### config.mk
export PLATFORM = sky130hd
export DESIGN_NAME = vending_credit_and_stock_controller_core
export DESIGN_NICKNAME = d
export VERILOG_FILES = /design/src/rtl/vcsc_pkg.sv /design/src/rtl/vcsc_ctrl.sv /design/src/rtl/vcsc_datapath.sv /design/src/rtl/vending_credit_and_stock_controller_core.sv
export SDC_FILE = /design/constraint.sdc
export NUM_CORES = 1
export LEC_CHECK = 0
export ABC_AREA = 1
export ABC_CLOCK_PERIOD_IN_PS = 13600
export BUFFER_PORTS_ARGS = -buffer_cell sky130_fd_sc_hd__buf_2
export CORE_MARGIN = 5
export CORE_UTILIZATION = 30
export CTS_CLUSTER_DIAMETER = 60
export DETAILED_ROUTE_END_ITERATION = 8
export GPL_TIMING_DRIVEN = 0
export SLEW_MARGIN = 20
export SYNTH_ARGS = -nofsm -noshare
export SYNTH_HDL_FRONTEND = slang
export SYNTH_HIERARCHICAL = 1
export SYNTH_SLANG_ARGS = --single-unit
### constraint.sdc
create_clock -name clk -period 13.6 [get_ports clk]
set_input_delay 2.72 -clock clk [delete_from_list [all_inputs] [get_ports clk]]
set_output_delay 2.72 -clock clk [all_outputs]
set_load 0.02 [all_outputs]
### src/rtl/vcsc_pkg.sv
`timescale 1ns / 1ps

package vcsc_pkg;

  localparam int NUM_PRODUCTS = 10;

  localparam int CMD_W      = 3;
  localparam int COIN_W     = 2;
  localparam int PID_W      = 4;
  localparam int COUNT_W    = 7;
  localparam int STATUS_W   = 3;
  localparam int CREDIT_W   = 16;
  localparam int PRICE_W    = 12;
  localparam int TAKINGS_W  = 24;
  localparam int MASK_W     = 10;
  localparam int CFG_IDX_W  = 2;
  localparam int CFG_DATA_W = 24;

  localparam int PROD_IDX_W = (NUM_PRODUCTS > 1) ? $clog2(NUM_PRODUCTS) : 1;
  localparam int MASK_N     = (NUM_PRODUCTS < MASK_W) ? NUM_PRODUCTS : MASK_W;

  localparam logic [COUNT_W-1:0]   THRESHOLD_RESET = 7'd3;
  localparam logic [COUNT_W-1:0]   CAPACITY_RESET  = 7'd99;
  localparam logic [TAKINGS_W-1:0] FLOAT_RESET     = 24'd20000;

  localparam logic [CFG_IDX_W-1:0] CFG_THRESHOLD = 2'd0;
  localparam logic [CFG_IDX_W-1:0] CFG_CAPACITY  = 2'd1;
  localparam logic [CFG_IDX_W-1:0] CFG_FLOAT     = 2'd2;

  typedef enum logic [CMD_W-1:0] {
    CMD_COIN    = 3'd0,
    CMD_BUY     = 3'd1,
    CMD_CHANGE  = 3'd2,
    CMD_RESTOCK = 3'd3,
    CMD_FREE    = 3'd4,
    CMD_COLLECT = 3'd5,
    CMD_RESET   = 3'd6
  } cmd_t;

  typedef enum logic [STATUS_W-1:0] {
    ST_OK          = 3'd0,
    ST_SHORT       = 3'd1,
    ST_SOLD_OUT    = 3'd2,
    ST_BAD_PRODUCT = 3'd3,
    ST_BAD_COUNT   = 3'd4,
    ST_NO_CHANGE   = 3'd5,
    ST_SATURATED   = 3'd6
  } status_t;

  typedef struct packed {
    logic capture;
    logic execute;
  } ctrl_t;

  function automatic logic [COUNT_W-1:0] coin_value(input logic [COIN_W-1:0] code);
    logic [COUNT_W-1:0] v;
    case (code)
      2'd0:    v = 7'd10;
      2'd1:    v = 7'd20;
      2'd2:    v = 7'd50;
      default: v = 7'd100;
    endcase
    return v;
  endfunction

  function automatic logic [COUNT_W-1:0] init_stock(input logic [PID_W-1:0] i);
    logic [COUNT_W-1:0] v;
    case (i)
      4'd0:    v = 7'd7;
      4'd1:    v = 7'd8;
      4'd2:    v = 7'd9;
      4'd3:    v = 7'd10;
      4'd4:    v = 7'd0;
      4'd5:    v = 7'd2;
      4'd6:    v = 7'd8;
      4'd7:    v = 7'd9;
      4'd8:    v = 7'd1;
      4'd9:    v = 7'd3;
      default: v = 7'd0;
    endcase
    return v;
  endfunction

  function automatic logic [PRICE_W-1:0] init_price(input logic [PID_W-1:0] i);
    logic [PRICE_W-1:0] v;
    case (i)
      4'd0:    v = 12'd50;
      4'd1:    v = 12'd100;
      4'd2:    v = 12'd70;
      4'd3:    v = 12'd70;
      4'd4:    v = 12'd120;
      4'd5:    v = 12'd130;
      4'd6:    v = 12'd220;
      4'd7:    v = 12'd150;
      4'd8:    v = 12'd150;
      4'd9:    v = 12'd300;
      default: v = 12'd0;
    endcase
    return v;
  endfunction

endpackage

### src/rtl/vcsc_ctrl.sv
`timescale 1ns / 1ps

module vcsc_ctrl
  import vcsc_pkg::*;
(
  input  logic  clk,
  input  logic  rst,
  input  logic  in_valid,
  output logic  in_stall,
  output logic  out_valid,
  input  logic  out_stall,
  output ctrl_t ctrl
);

  typedef enum logic [1:0] {
    S_IDLE = 2'b01,
    S_EXEC = 2'b10
  } state_t;

  state_t state, state_next;
  logic   out_valid_next;
  logic   accept;

  assign in_stall = !((state == S_IDLE) && (!out_valid || !out_stall));
  assign accept   = in_valid && !in_stall;

  assign ctrl.capture = accept;
  assign ctrl.execute = (state == S_EXEC);

  always_comb begin
    state_next     = state;
    out_valid_next = out_valid;
    if (out_valid && !out_stall) begin
      out_valid_next = 1'b0;
    end
    case (state)
      S_IDLE: begin
        if (accept) begin
          state_next = S_EXEC;
        end
      end
      S_EXEC: begin
        state_next     = S_IDLE;
        out_valid_next = 1'b1;
      end
      default: begin
        state_next = S_IDLE;
      end
    endcase
  end

  always_ff @(posedge clk) begin
    if (rst) begin
      state     <= S_IDLE;
      out_valid <= 1'b0;
    end else begin
      state     <= state_next;
      out_valid <= out_valid_next;
    end
  end

  a_accept_exec: assert property (@(posedge clk) disable iff (rst)
    accept |=> state == S_EXEC)
    else $error("accepted transaction did not start execution");

  a_exec_result: assert property (@(posedge clk) disable iff (rst)
    state == S_EXEC |=> out_valid)
    else $error("execution did not present a result");

  a_exec_slot_free: assert property (@(posedge clk) disable iff (rst)
    state == S_EXEC |-> !out_valid)
    else $error("result register still occupied during execution");

  a_rose_after_exec: assert property (@(posedge clk) disable iff (rst)
    $rose(out_valid) |-> $past(state == S_EXEC))
    else $error("result appeared without execution");

endmodule

### src/rtl/vcsc_datapath.sv
`timescale 1ns / 1ps

module vcsc_datapath
  import vcsc_pkg::*;
(
  input  logic                  clk,
  input  logic                  rst,
  input  ctrl_t                 ctrl,
  input  logic                  cfg_we,
  input  logic [CFG_IDX_W-1:0]  cfg_index,
  input  logic [CFG_DATA_W-1:0] cfg_data,
  input  logic [CMD_W-1:0]      cmd,
  input  logic [COIN_W-1:0]     coin_code,
  input  logic [PID_W-1:0]      product_id,
  input  logic [COUNT_W-1:0]    add_count,
  output logic [STATUS_W-1:0]   status,
  output logic                  dispensed,
  output logic [CREDIT_W-1:0]   credit_cents,
  output logic [CREDIT_W-1:0]   change_cents,
  output logic [PRICE_W-1:0]    shortfall_cents,
  output logic [TAKINGS_W-1:0]  collected_cents,
  output logic [TAKINGS_W-1:0]  takings_cents,
  output logic [COUNT_W-1:0]    stock_left,
  output logic [MASK_W-1:0]     low_stock_mask
);

  logic [COUNT_W-1:0]   threshold;
  logic [COUNT_W-1:0]   capacity;
  logic [TAKINGS_W-1:0] float_value;

  logic [CMD_W-1:0]     cmd_q;
  logic [COIN_W-1:0]    coin_q;
  logic [PID_W-1:0]     pid_q;
  logic [COUNT_W-1:0]   add_q;

  logic [CREDIT_W-1:0]  credit, credit_next;
  logic [TAKINGS_W-1:0] takings, takings_next;
  logic [COUNT_W-1:0]   stock [NUM_PRODUCTS];
  logic [COUNT_W-1:0]   stock_next [NUM_PRODUCTS];

  logic [PROD_IDX_W-1:0] idx;
  logic                  pid_ok;
  logic [COUNT_W-1:0]    cur;
  logic [PRICE_W-1:0]    price;
  logic [CREDIT_W:0]     coin_sum;
  logic [TAKINGS_W:0]    sale_sum;
  logic [COUNT_W:0]      restock_sum;

  status_t               st;
  logic                  disp;
  logic [CREDIT_W-1:0]   change;
  logic [PRICE_W-1:0]    shortfall;
  logic [TAKINGS_W-1:0]  collected;
  logic [COUNT_W-1:0]    left;
  logic [MASK_W-1:0]     mask;

  assign idx    = pid_q[PROD_IDX_W-1:0];
  assign pid_ok = {1'b0, pid_q} < (PID_W + 1)'(NUM_PRODUCTS);
  assign cur    = pid_ok ? stock[idx] : '0;
  assign price  = init_price(pid_q);

  assign coin_sum    = {1'b0, credit} + (CREDIT_W + 1)'(coin_value(coin_q));
  assign sale_sum    = {1'b0, takings} + (TAKINGS_W + 1)'(price);
  assign restock_sum = {1'b0, cur} + {1'b0, add_q};

  always_comb begin
    credit_next  = credit;
    takings_next = takings;
    stock_next   = stock;
    st           = ST_OK;
    disp         = 1'b0;
    change       = '0;
    shortfall    = '0;
    collected    = '0;
    case (cmd_t'(cmd_q))
      CMD_COIN: begin
        if (coin_sum[CREDIT_W]) begin
          credit_next = '1;
          st          = ST_SATURATED;
        end else begin
          credit_next = coin_sum[CREDIT_W-1:0];
        end
      end
      CMD_BUY: begin
        if (!pid_ok) begin
          st = ST_BAD_PRODUCT;
        end else if ({4'b0, price} > credit) begin
          st        = ST_SHORT;
          shortfall = price - credit[PRICE_W-1:0];
        end else if (cur == '0) begin
          st = ST_SOLD_OUT;
        end else begin
          credit_next = credit - {4'b0, price};
          if (sale_sum[TAKINGS_W]) begin
            takings_next = '1;
            st           = ST_SATURATED;
          end else begin
            takings_next = sale_sum[TAKINGS_W-1:0];
          end
          stock_next[idx] = cur - 7'd1;
          disp            = 1'b1;
        end
      end
      CMD_CHANGE: begin
        if (credit != '0) begin
          change      = credit;
          credit_next = '0;
        end else begin
          st = ST_NO_CHANGE;
        end
      end
      CMD_RESTOCK: begin
        if (!pid_ok) begin
          st = ST_BAD_PRODUCT;
        end else if (add_q == '0 || restock_sum > {1'b0, capacity}) begin
          st = ST_BAD_COUNT;
        end else begin
          stock_next[idx] = restock_sum[COUNT_W-1:0];
        end
      end
      CMD_FREE: begin
        if (!pid_ok) begin
          st = ST_BAD_PRODUCT;
        end else if (cur == '0) begin
          st = ST_SOLD_OUT;
        end else begin
          stock_next[idx] = cur - 7'd1;
          disp            = 1'b1;
        end
      end
      CMD_COLLECT: begin
        collected    = takings;
        takings_next = float_value;
      end
      CMD_RESET: begin
        credit_next  = '0;
        takings_next = float_value;
        for (int i = 0; i < NUM_PRODUCTS; i++) begin
          stock_next[i] = init_stock(PID_W'(i));
        end
      end
      default: begin
      end
    endcase
  end

  always_comb begin
    mask = '0;
    for (int i = 0; i < MASK_N; i++) begin
      mask[i] = stock_next[i] < threshold;
    end
    left = pid_ok ? stock_next[idx] : '0;
  end

  always_ff @(posedge clk) begin
    if (rst) begin
      threshold   <= THRESHOLD_RESET;
      capacity    <= CAPACITY_RESET;
      float_value <= FLOAT_RESET;
    end else if (cfg_we) begin
      case (cfg_index)
        CFG_THRESHOLD: threshold   <= cfg_data[COUNT_W-1:0];
        CFG_CAPACITY:  capacity    <= cfg_data[COUNT_W-1:0];
        CFG_FLOAT:     float_value <= cfg_data[TAKINGS_W-1:0];
        default: begin
        end
      endcase
    end
  end

  always_ff @(posedge clk) begin
    if (rst) begin
      credit  <= '0;
      takings <= FLOAT_RESET;
      for (int i = 0; i < NUM_PRODUCTS; i++) begin
        stock[i] <= init_stock(PID_W'(i));
      end
    end else if (ctrl.execute) begin
      credit  <= credit_next;
      takings <= takings_next;
      stock   <= stock_next;
    end
  end

  always_ff @(posedge clk) begin
    if (ctrl.capture) begin
      cmd_q  <= cmd;
      coin_q <= coin_code;
      pid_q  <= product_id;
      add_q  <= add_count;
    end
    if (ctrl.execute) begin
      status          <= st;
      dispensed       <= disp;
      credit_cents    <= credit_next;
      change_cents    <= change;
      shortfall_cents <= shortfall;
      collected_cents <= collected;
      takings_cents   <= takings_next;
      stock_left      <= left;
      low_stock_mask  <= mask;
    end
  end

endmodule

### src/rtl/vending_credit_and_stock_controller_core.sv
`timescale 1ns / 1ps

// Vending credit and stock controller, all amounts in integer cents. Each input
// transaction carries one command (coin, buy, change, restock, free vend, collect,
// reset) and yields exactly one result transaction with status, credit, takings,
// the addressed product's stock and the live low-stock mask. Each command is
// first registered, then the execute state does the read-modify-write of the
// stock table and money registers; no new command is taken while one executes.
// A new command is taken only when the result register is empty or is being
// read in the same cycle, so a result held by out_stall stalls the input.
// Configuration writes on cfg_we/cfg_index/cfg_data are meant for idle periods only.
module vending_credit_and_stock_controller_core
  import vcsc_pkg::*;
(
  input  logic                  clk,
  input  logic                  rst,
  input  logic                  cfg_we,
  input  logic [CFG_IDX_W-1:0]  cfg_index,
  input  logic [CFG_DATA_W-1:0] cfg_data,
  input  logic                  in_valid,
  output logic                  in_stall,
  input  logic [CMD_W-1:0]      cmd,
  input  logic [COIN_W-1:0]     coin_code,
  input  logic [PID_W-1:0]      product_id,
  input  logic [COUNT_W-1:0]    add_count,
  output logic                  out_valid,
  input  logic                  out_stall,
  output logic [STATUS_W-1:0]   status,
  output logic                  dispensed,
  output logic [CREDIT_W-1:0]   credit_cents,
  output logic [CREDIT_W-1:0]   change_cents,
  output logic [PRICE_W-1:0]    shortfall_cents,
  output logic [TAKINGS_W-1:0]  collected_cents,
  output logic [TAKINGS_W-1:0]  takings_cents,
  output logic [COUNT_W-1:0]    stock_left,
  output logic [MASK_W-1:0]     low_stock_mask
);

  ctrl_t ctrl;

  vcsc_ctrl u_ctrl (
    .clk       (clk),
    .rst       (rst),
    .in_valid  (in_valid),
    .in_stall  (in_stall),
    .out_valid (out_valid),
    .out_stall (out_stall),
    .ctrl      (ctrl)
  );

  vcsc_datapath u_datapath (
    .clk             (clk),
    .rst             (rst),
    .ctrl            (ctrl),
    .cfg_we          (cfg_we),
    .cfg_index       (cfg_index),
    .cfg_data        (cfg_data),
    .cmd             (cmd),
    .coin_code       (coin_code),
    .product_id      (product_id),
    .add_count       (add_count),
    .status          (status),
    .dispensed       (dispensed),
    .credit_cents    (credit_cents),
    .change_cents    (change_cents),
    .shortfall_cents (shortfall_cents),
    .collected_cents (collected_cents),
    .takings_cents   (takings_cents),
    .stock_left      (stock_left),
    .low_stock_mask  (low_stock_mask)
  );

endmodule

==> reports/qor.csv, run 1 <==
stage,metric,value,unit
worst_setup_path,worst reg2reg path depth,33,
detailed_routing,detailed-route via count,18600,
logic_synthesis,share of synthesized area occupied by flip-flops and latches,38.0,%
logic_synthesis,Post-Synthesis Cell Area,0.0186,mm^2
timing,highest clock rate,0.154,GHz
power,leak pwr,10.3,nW
die,Die Y-Extent,259,um
final_layout,"leading cell type in the layout, fill and taps excluded",nand2_1,
final_layout,synth-to-layout area growth,17.0,%
logic_synthesis,total of flip-flops plus latches after synthesis,288,
worst_setup_path,WP data required,13.89,ns
grt,sum of overflow across all layers after global routing,0,
worst_setup_path,endpoint type of the worst setup path,flop,
detailed_routing,vias per std cell,5.03,
placement,count of buffers inserted at the top-level ports,161,
logic_synthesis,average cell area after synthesis,7.07,um^2
worst_setup_path,CP startpoint kind,flop,
timing,RSZ-0062 raised after global routing,no,
power,pwr dens,113,mW/mm^2
logic_synthesis,xor/xnor share of the synthesized area,1.41,%
detailed_routing,DRT Wirelength,71000,um
logic_synthesis,adder-cell area share of the yosys netlist,7.94,%
die,die width,259,um
clock_tree,total setup buffers inserted after CTS,0,
logic_synthesis,number of distinct standard cells referenced by the synthesized netlist,54,
logic_synthesis,Post-synth EDFFs,129,
flow_run,number of max-cap violations,0,
die,Core Rows,91,
final_layout,antenna cell count,0,
logic_synthesis,"post-synthesis share of cell area spent on and, or, nand and nor gates",25.9,%
clock_tree,clock latency on the worst-skew pair,0.58,ns
power,sequential share of power,38.7,%
clock_tree,root buffer cell,clkbuf_16,
logic_synthesis,multiplexer area fraction after synthesis,0,%
final_layout,final net count,2998,
detailed_routing,number of violations reported at the end of detailed-routing iteration 0,1865,
placement,hpwl dp,54300,um
timing,post-route clock period utilization,47.7,%
logic_synthesis,nets in the synthesized netlist,2793,
worst_setup_path,data arrival time at the worst-slack endpoint,6.79,ns
die,area enclosed by the die boundary,0.0671,mm^2
grt,GR Util All Layers,20.6,%
die,# IOs,162,
min_path,Hold Path Class,reg2reg,
final_layout,final cell count without fillers,3704,
placement,Inst Count DP,3631,
clock_tree,Clock Tree Buf Depth,3,
worst_setup_path,Crit path top cell by count,nand2_1,
timing,worst slew slack as a fraction of its limit,31.4,%
worst_setup_path,cell at the slowest stage of the critical path,edfxtp_1,
detailed_routing,number of remaining DRC errors,0,
detailed_routing,number of search-and-repair iterations in the first detailed-routing pass,8,
final_layout,layout cell share with drive strength beyond 1,11.6,%
logic_synthesis,combinational family with the most area after synthesis,simple AND/OR/NAND/NOR gates,
min_path,origin of the worst min-delay path,u_datapath/capacity[2]$_SDFFE_PP0P_,
logic_synthesis,most used flip-flop cell after synthesis,dfxtp_1,
logic_synthesis,async set-reset flop share out of synthesis,0,%
worst_setup_path,capturing point of the worst reg2reg path,u_datapath/low_stock_mask[5]$_DFFE_PP_,
die,starting utilization of the core area,30.2,%
worst_setup_path,delay contributed by the slowest stage of the critical path,0.43,ns
clock_tree,count of instances resized after the clock tree is built,0,
grt,number of antenna violations at the first check in global routing,2,
timing,fin crit period,6.49,ns
grt,first-pass GRT wire length,107000,um
min_path,"Endpoint, Worst Hold",u_datapath/capacity[2]$_SDFFE_PP0P_,
logic_synthesis,compound-cell area share of the yosys netlist,16.7,%
clock_tree,hold bufs inserted after CTS,0,
outcome,result of the run,completed,
power,net switching power,0.806,mW
die,area of the core,0.0616,mm^2
power,net switching fraction of the power,32.7,%
timing,final clock skew,0.0318,ns
clock_tree,H-tree levels,2,
timing,endpoints failing setup,0,
worst_setup_path,type of the worst setup path,reg2reg,
worst_setup_path,register-to-register setup slack,7.11,ns
power,"IR drop worst, VDD",0.0730,mV
clock_tree,"CTS clk-pin slew, worst paths",0.06,ns
worst_setup_path,peak fanout along the critical path,10,
timing,pin slew with the least headroom to its limit,1.03,ns
timing,hold violation count in the final report,0,
final_layout,"commonest cells after routing, fill and taps aside","nand2_1, inv_1, a21oi_1",
power,P_int,1.66,mW
clock_tree,clock sinks,288,
min_path,Worst Hold Depth,2,
worst_setup_path,reg2reg start,u_datapath/idx[0]$_DFFE_PP_,
detailed_routing,average detailed-routed wire length per instance,19.2,um
power,clock power share,41.3,%
power,part of the total power dissipated in combinational logic,20.0,%
timing,setup tns final,0,ns
clock_tree,number of clock buffers inserted by TritonCTS,40,
clock_tree,clock tree from TritonCTS,done,
grt,maximum number of pins on one net before global-route repair,79,
detailed_routing,ANT nets after route,0,
logic_synthesis,count of yosys warnings during synthesis,6,
logic_synthesis,gate count of the mapped netlist,2631,
timing,max-slew violation count,0,
placement,placer's final routability congestion estimate,0.997,
grt,vias in the first global route,17500,
==> area by class of cell <==
class                   instances  area [um^2]
plain buffers                  89          398
clock buffers                  46         1050
clock inverters                27          213
fillers                      6637        39800
inverters                     391         1470
multi-input cells            1863         9680
flip-flops and latches        288         7060
well taps                     837         1050
repair buffers                163          841
==> per-stage QoR <==
stage / setup WS, ns / hold slack, ns / total power [mW] / instance area (um^2) / utilization (%)
after floorplan: 7.92 / 0.429 / 1.29 / 18600 / -
after global placement: 7.27 / 0.453 / 1.45 / 20400 / 33.2
after detailed placement: 7.34 / 0.453 / 1.45 / 20500 / 33.3
after CTS: 7.27 / 0.466 / 2.47 / 21800 / 35.3
after global routing: 6.79 / 0.481 / 2.57 / 21800 / 35.3
final: 7.11 / 0.464 / 2.46 / 21800 / 35.3
==> synthesized netlist by cell type, drive strengths merged (2+ instances only) <==
library cell,count,area (um^2)
nand4,29,194
buf,24,150
o21ai,244,1270
fa,5,100
o211ai,34,260
clkbuf,65,244
edfxtp,129,3870
dfxtp,159,3180
a21o,4,30.0
or2,11,68.8
o221ai,6,52.6
nand2,730,2780
nand3,131,708
nor2,216,862
nor3,22,115
xor2,26,228
o2111ai,10,87.6
nor4,6,37.5
o22ai,16,100
xnor2,4,35.0
nand3b,5,37.5
ha,110,1380
a22oi,2,15.0
inv,385,1450
a21oi,238,1210
a31oi,4,25.0
o21bai,3,22.5
clkinv,6,22.5
==> state kept, by name (all words and copies together) (netlist names), 8 cells and up <==
register / count
u_datapath/takings: 24
u_datapath/credit: 16
u_datapath/collected_cents: 24
u_datapath/credit_cents: 16
u_datapath/takings_cents: 24
u_datapath/shortfall_cents: 12
u_datapath/float_value: 24
u_datapath/price: 8
u_datapath/change_cents: 16
u_datapath/low_stock_mask: 10
u_datapath/stock: 70
==> cell families after synthesis <==
family,after synthesis
xor+xnor,30
flops,288
compound gates,566
simple gates,1152
fa+ha+maj,115
buf+inv,480
==> power groups by stage <==
| stage | combinational, mW | clock (mW) | sequential (mW) |
|---|---|---|---|
| 2_1_floorplan | 0.319 | 0 | 0.967 |
| 6_report | 0.493 | 1.02 | 0.952 |
| 5_1_grt | 0.545 | 1.08 | 0.954 |
| 3_3_place_gp | 0.477 | 0 | 0.970 |
| 4_1_cts | 0.484 | 1.04 | 0.952 |
| 3_5_place_dp | 0.481 | 0 | 0.970 |
==> how the worst max path moves through the flow <==
stage | end | start | depth (start not counted)
6_report | u_datapath/low_stock_mask[5]$_DFFE_PP_ | u_datapath/idx[0]$_DFFE_PP_ | 33
3_3_place_gp | u_datapath/low_stock_mask[5]$_DFFE_PP_ | u_datapath/idx[0]$_DFFE_PP_ | 33
5_1_grt | u_datapath/low_stock_mask[5]$_DFFE_PP_ | u_datapath/idx[0]$_DFFE_PP_ | 33
2_1_floorplan | in_stall | out_stall | 2
3_5_place_dp | u_datapath/low_stock_mask[5]$_DFFE_PP_ | u_datapath/idx[0]$_DFFE_PP_ | 33
4_1_cts | u_datapath/low_stock_mask[5]$_DFFE_PP_ | u_datapath/idx[0]$_DFFE_PP_ | 33
==> worst max-delay path, delay by kind of cell, from the launching register on <==
| family | cells | cell delay (ns) |
|---|---|---|
| AND/OR/NAND/NOR | 14 | 2.27 |
| AO/OA/AOI/OAI | 7 | 1.36 |
| adder cells (fa/ha/maj) | 4 | 1.15 |
| buffers and inverters | 7 | 0.82 |
| flip-flops | 1 | 0.43 |
| XOR/XNOR | 1 | 0.15 |
==> layer usage <==
layer  share of wire (%)  GRT usage, %  wire (um)
met4                 4.6          8.57       3280
met5                   0             0          0
met2                  45          33.5      32200
met3                 9.0          3.79       6360
met1                  41          26.9      29200
Note: power is estimated with default switching activity, not from simulation.
==> inputs of run 2 (changes only) <==
--- a/config.mk
+++ b/config.mk
@@ -5,8 +5,8 @@
 export SDC_FILE = /design/constraint.sdc
 export NUM_CORES = 1
 export LEC_CHECK = 0
-export ABC_AREA = 1
-export ABC_CLOCK_PERIOD_IN_PS = 13600
+export ABC_AREA = 0
+export ABC_CLOCK_PERIOD_IN_PS = 6200
 export BUFFER_PORTS_ARGS = -buffer_cell sky130_fd_sc_hd__buf_2
 export CORE_MARGIN = 5
 export CORE_UTILIZATION = 30
==> constraint.sdc (replaced) <==
create_clock -name clk -period 6.2 [get_ports clk]
set_input_delay 1.24 -clock clk [delete_from_list [all_inputs] [get_ports clk]]
set_output_delay 1.24 -clock clk [all_outputs]
set_load 0.02 [all_outputs]
==> run 2 against run 1 <==
Compared with the run above:
- non-clock buffer count grew 77
- largest power group unchanged
- synthesized area decreased by 3.7%
- clock power up 140%
- clock skew down 0.012 ns
- largest cell class unchanged
==> reports/qor.csv, run 2 <==
stage,metric,value,unit,change
flow_run,number of max-cap violations,0,,unchanged
logic_synthesis,combinational family with the most area after synthesis,compound AO/OA/AOI/OAI gates,,
logic_synthesis,compound-cell area share of the yosys netlist,23.2,%,+6.5 points
clock_tree,clock sinks,288,,unchanged
placement,placer's final routability congestion estimate,1.02,,+1.9%
die,starting utilization of the core area,30.3,%,+0.14 points
clock_tree,"CTS clk-pin slew, worst paths",0.06,ns,about the same
grt,GR Util All Layers,25.0,%,+4.4 points
worst_setup_path,reg2reg start,u_datapath/idx[0]$_DFFE_PP_,,
worst_setup_path,endpoint type of the worst setup path,flop,,
logic_synthesis,total of flip-flops plus latches after synthesis,288,,unchanged
clock_tree,Clock Tree Buf Depth,3,,unchanged
detailed_routing,number of violations reported at the end of detailed-routing iteration 0,1989,,+6.6%
final_layout,"flip-flop count of the largest register, all copies and words added",70,,unchanged
grt,vias in the first global route,17600,,+0.16%
logic_synthesis,most common library cells after synthesis,"nand2_1, nor2_1, a21oi_1",,
power,sequential share of power,36.7,%,-2.0 points
power,leak pwr,8.85,nW,-14%
logic_synthesis,most used flip-flop cell after synthesis,dfxtp_1,,
min_path,Hold Path Class,reg2reg,,
clock_tree,clock latency on the worst-skew pair,0.57,ns,about the same
detailed_routing,DRT Wirelength,84700,um,+19%
timing,endpoints failing setup,0,,unchanged
final_layout,synth-to-layout area growth,24.7,%,
placement,hpwl dp,63600,um,+17%
clock_tree,number of clock buffers inserted by TritonCTS,41,,+2.5%
worst_setup_path,type of the worst setup path,reg2reg,,
placement,Inst Count DP,3004,,-17%
clock_tree,hold bufs inserted after CTS,0,,unchanged
outcome,result of the run,completed,,
timing,setup tns final,0,ns,unchanged
power,net switching power,1.76,mW,+120%
logic_synthesis,multiplexer area fraction after synthesis,4.28,%,+4.3 points
timing,pin slew with the least headroom to its limit,1.24,ns,+0.213 ns
timing,RSZ-0062 raised after global routing,yes,,
timing,post-route clock period utilization,99.5,%,+52 points
final_layout,final cell count without fillers,3130,,-15%
logic_synthesis,async set-reset flop share out of synthesis,0,%,unchanged
detailed_routing,average detailed-routed wire length per instance,27.0,um,+41%
worst_setup_path,peak fanout along the critical path,10,,unchanged
logic_synthesis,count of yosys warnings during synthesis,6,,unchanged
logic_synthesis,average cell area after synthesis,8.67,um^2,+23%
worst_setup_path,Critical path buffers and inverters,3,,-4
power,"IR drop worst, VDD",0.193,mV,+160%
logic_synthesis,Post-synth EDFFs,129,,unchanged
timing,final clock skew,0.0203,ns,-0.0115 ns
grt,sum of overflow across all layers after global routing,0,,unchanged
power,P_int,3.90,mW,+140%
logic_synthesis,share of synthesized area occupied by flip-flops and latches,39.4,%,+1.5 points
timing,fin crit period,6.17,ns,-0.321 ns
clock_tree,clock tree from TritonCTS,done,,
detailed_routing,ANT nets after route,0,,unchanged
min_path,origin of the worst min-delay path,u_datapath/float_value[18]$_SDFFE_PP0P_,,
worst_setup_path,CP Launch Point,u_datapath/idx[0]$_DFFE_PP_,,
clock_tree,root buffer cell,clkbuf_16,,
clock_tree,H-tree levels,2,,unchanged
logic_synthesis,number of distinct standard cells referenced by the synthesized netlist,87,,+61%
detailed_routing,vias per std cell,5.83,,+16%
die,area of the core,0.0590,mm^2,-4.2%
logic_synthesis,adder-cell area share of the yosys netlist,8.25,%,+0.31 points
logic_synthesis,xor/xnor share of the synthesized area,1.37,%,-0.043 points
grt,first-pass GRT wire length,120000,um,+12%
timing,hold violation count in the final report,0,,unchanged
logic_synthesis,most frequent cell after synthesis,nand2_1,,
power,net switching fraction of the power,31.1,%,-1.6 points
detailed_routing,number of remaining DRC errors,0,,unchanged
logic_synthesis,proportion of netlist area held by the largest area contributor,21.6,%,+0.81 points
logic_synthesis,largest cells by area after synthesis,"edfxtp_1, dfxtp_1, ha_1",,
worst_setup_path,cell at the slowest stage of the critical path,mux4_2,,
grt,maximum number of pins on one net before global-route repair,86,,+8.9%
die,die width,254,um,-1.8%
logic_synthesis,Post-Synthesis Cell Area,0.0179,mm^2,-3.7%
power,part of the total power dissipated in combinational logic,20.7,%,+0.7 points
logic_synthesis,nets in the synthesized netlist,2227,,-20%
final_layout,register with the most flip-flops,u_datapath/stock,,
timing,worst-case hold slack,0.463,ns,-0.00116 ns
final_layout,final net count,2484,,-17%
final_layout,"commonest cells after routing, fill and taps aside","nand2_1, nor2_1, buf_2",,
placement,count of buffers inserted at the top-level ports,161,,unchanged
worst_setup_path,delay contributed by the slowest stage of the critical path,0.50,ns,+0.07 ns
power,pwr dens,253,mW/mm^2,+120%
final_layout,"leading cell type in the layout, fill and taps excluded",nand2_1,,
grt,number of antenna violations at the first check in global routing,1,,-1
logic_synthesis,gate count of the mapped netlist,2065,,-22%
die,Die Y-Extent,254,um,-1.8%
die,# IOs,162,,unchanged
logic_synthesis,"post-synthesis share of cell area spent on and, or, nand and nor gates",19.3,%,-6.7 points
detailed_routing,number of search-and-repair iterations in the first detailed-routing pass,6,,-2
timing,max-slew violation count,0,,unchanged
worst_setup_path,kind of cell adding the most delay to the critical path,compound AO/OA/AOI/OAI gates,,
power,clock power share,42.6,%,+1.3 points
final_layout,layout cell share with drive strength beyond 1,17.8,%,+6.1 points
detailed_routing,detailed-route via count,18200,,-2.0%
timing,worst slew slack as a fraction of its limit,17.2,%,-14 points
die,area enclosed by the die boundary,0.0647,mm^2,-3.6%
worst_setup_path,WP data required,6.63,ns,-7.26 ns
timing,highest clock rate,0.162,GHz,+5.2%
worst_setup_path,data arrival time at the worst-slack endpoint,6.60,ns,-0.19 ns
logic_synthesis,cell type with the largest total area after synthesis,edfxtp_1,,
worst_setup_path,CP startpoint kind,flop,,
die,Core Rows,89,,-2.2%
## run 2: changes by cell type after synthesis, sizes merged, moves of 62 or more
cell / before / now
nand2: 730 / 235
inv: 385 / 78
o21ai: 244 / 129
nand3: 131 / 57
a21oi: 238 / 170
mux2i: 0 / 62
## run 2: cells by family (layout without fill, tap and decap cells)
group / count (synthesis) / count (layout)
simple gates: 741 / 741
compound gates: 629 / 629
flops: 288 / 288
buf+inv: 194 / 484
fa+ha+maj: 115 / 115
mux: 70 / 70
xor+xnor: 28 / 28
other cells: 0 / 2
## run 2: layout make-up
| class | count | area [um^2] |
|---|---|---|
| Timing Repair Buffer | 219 | 1360 |
| Multi-Input combinational cell | 1583 | 10700 |
| Tap cell | 773 | 967 |
| Sequential cell | 288 | 7060 |
| Buffer | 110 | 546 |
| Clock buffer | 54 | 1170 |
| Antenna cell | 2 | 5.00 |
| Fill cell | 6037 | 36700 |
| Inverter | 79 | 302 |
| Clock inverter | 22 | 229 |
## run 2: through the flow
stage	instance area (um^2)	power [mW]	utilization (%)	setup slack, ns
4_1_cts	21700	5.61	36.8	-0.0157
5_1_grt	22300	5.86	37.8	-0.0675
3_3_place_gp	19700	3.10	33.4	-3.20
2_1_floorplan	17900	2.72	-	0.0514
3_5_place_dp	19800	3.11	33.5	-2.64
6_report	22300	5.66	37.8	0.0289
## run 2: worst paths after layout
path | cells past startpoint | slack (ns) | end
worst max-delay path | 25 | 0.03 | u_datapath/low_stock_mask[4]$_DFFE_PP_
worst max register to register | 25 | 0.03 | u_datapath/low_stock_mask[4]$_DFFE_PP_
worst min register to register | 2 | 0.46 | u_datapath/float_value[18]$_SDFFE_PP0P_
worst min-delay path | 2 | 0.46 | u_datapath/float_value[18]$_SDFFE_PP0P_
## run 2: power by group through the flow
stage	sequential (mW)	clock [mW]	combinational [mW]
6_report	2.08	2.41	1.17
5_1_grt	2.08	2.54	1.24
4_1_cts	2.08	2.46	1.07
3_5_place_dp	2.12	0	0.997
3_3_place_gp	2.12	0	0.982
2_1_floorplan	2.10	0	0.613
## run 2: routing by layer
| layer | share of wire (%) | up-vias | track usage [%] |
|---|---|---|---|
| met2 | 46 | 919 | 41.4 |
| met4 | 5.8 | 0 | 12.0 |
| met1 | 41 | 8928 | 32.0 |
| met5 | 0 | - | 0 |
| li1 | - | 8157 | - |
| met3 | 7.1 | 236 | 3.66 |
## run 2: repair_timing
action	in CTS	in global routing
endpoints found under the setup margin	88	15
cloned	1	2
pin swaps	18	32
setup buffers	20	30
resized for setup	84	64
## run 2: worst reg2reg max path, delay by kind of cell (launching register included)
family	cells	cell delay, ns
simple gates	5	0.81
buf+inv	3	0.49
mux	1	0.50
compound gates	13	2.99
flops	1	0.35
fa+ha+maj	3	0.90
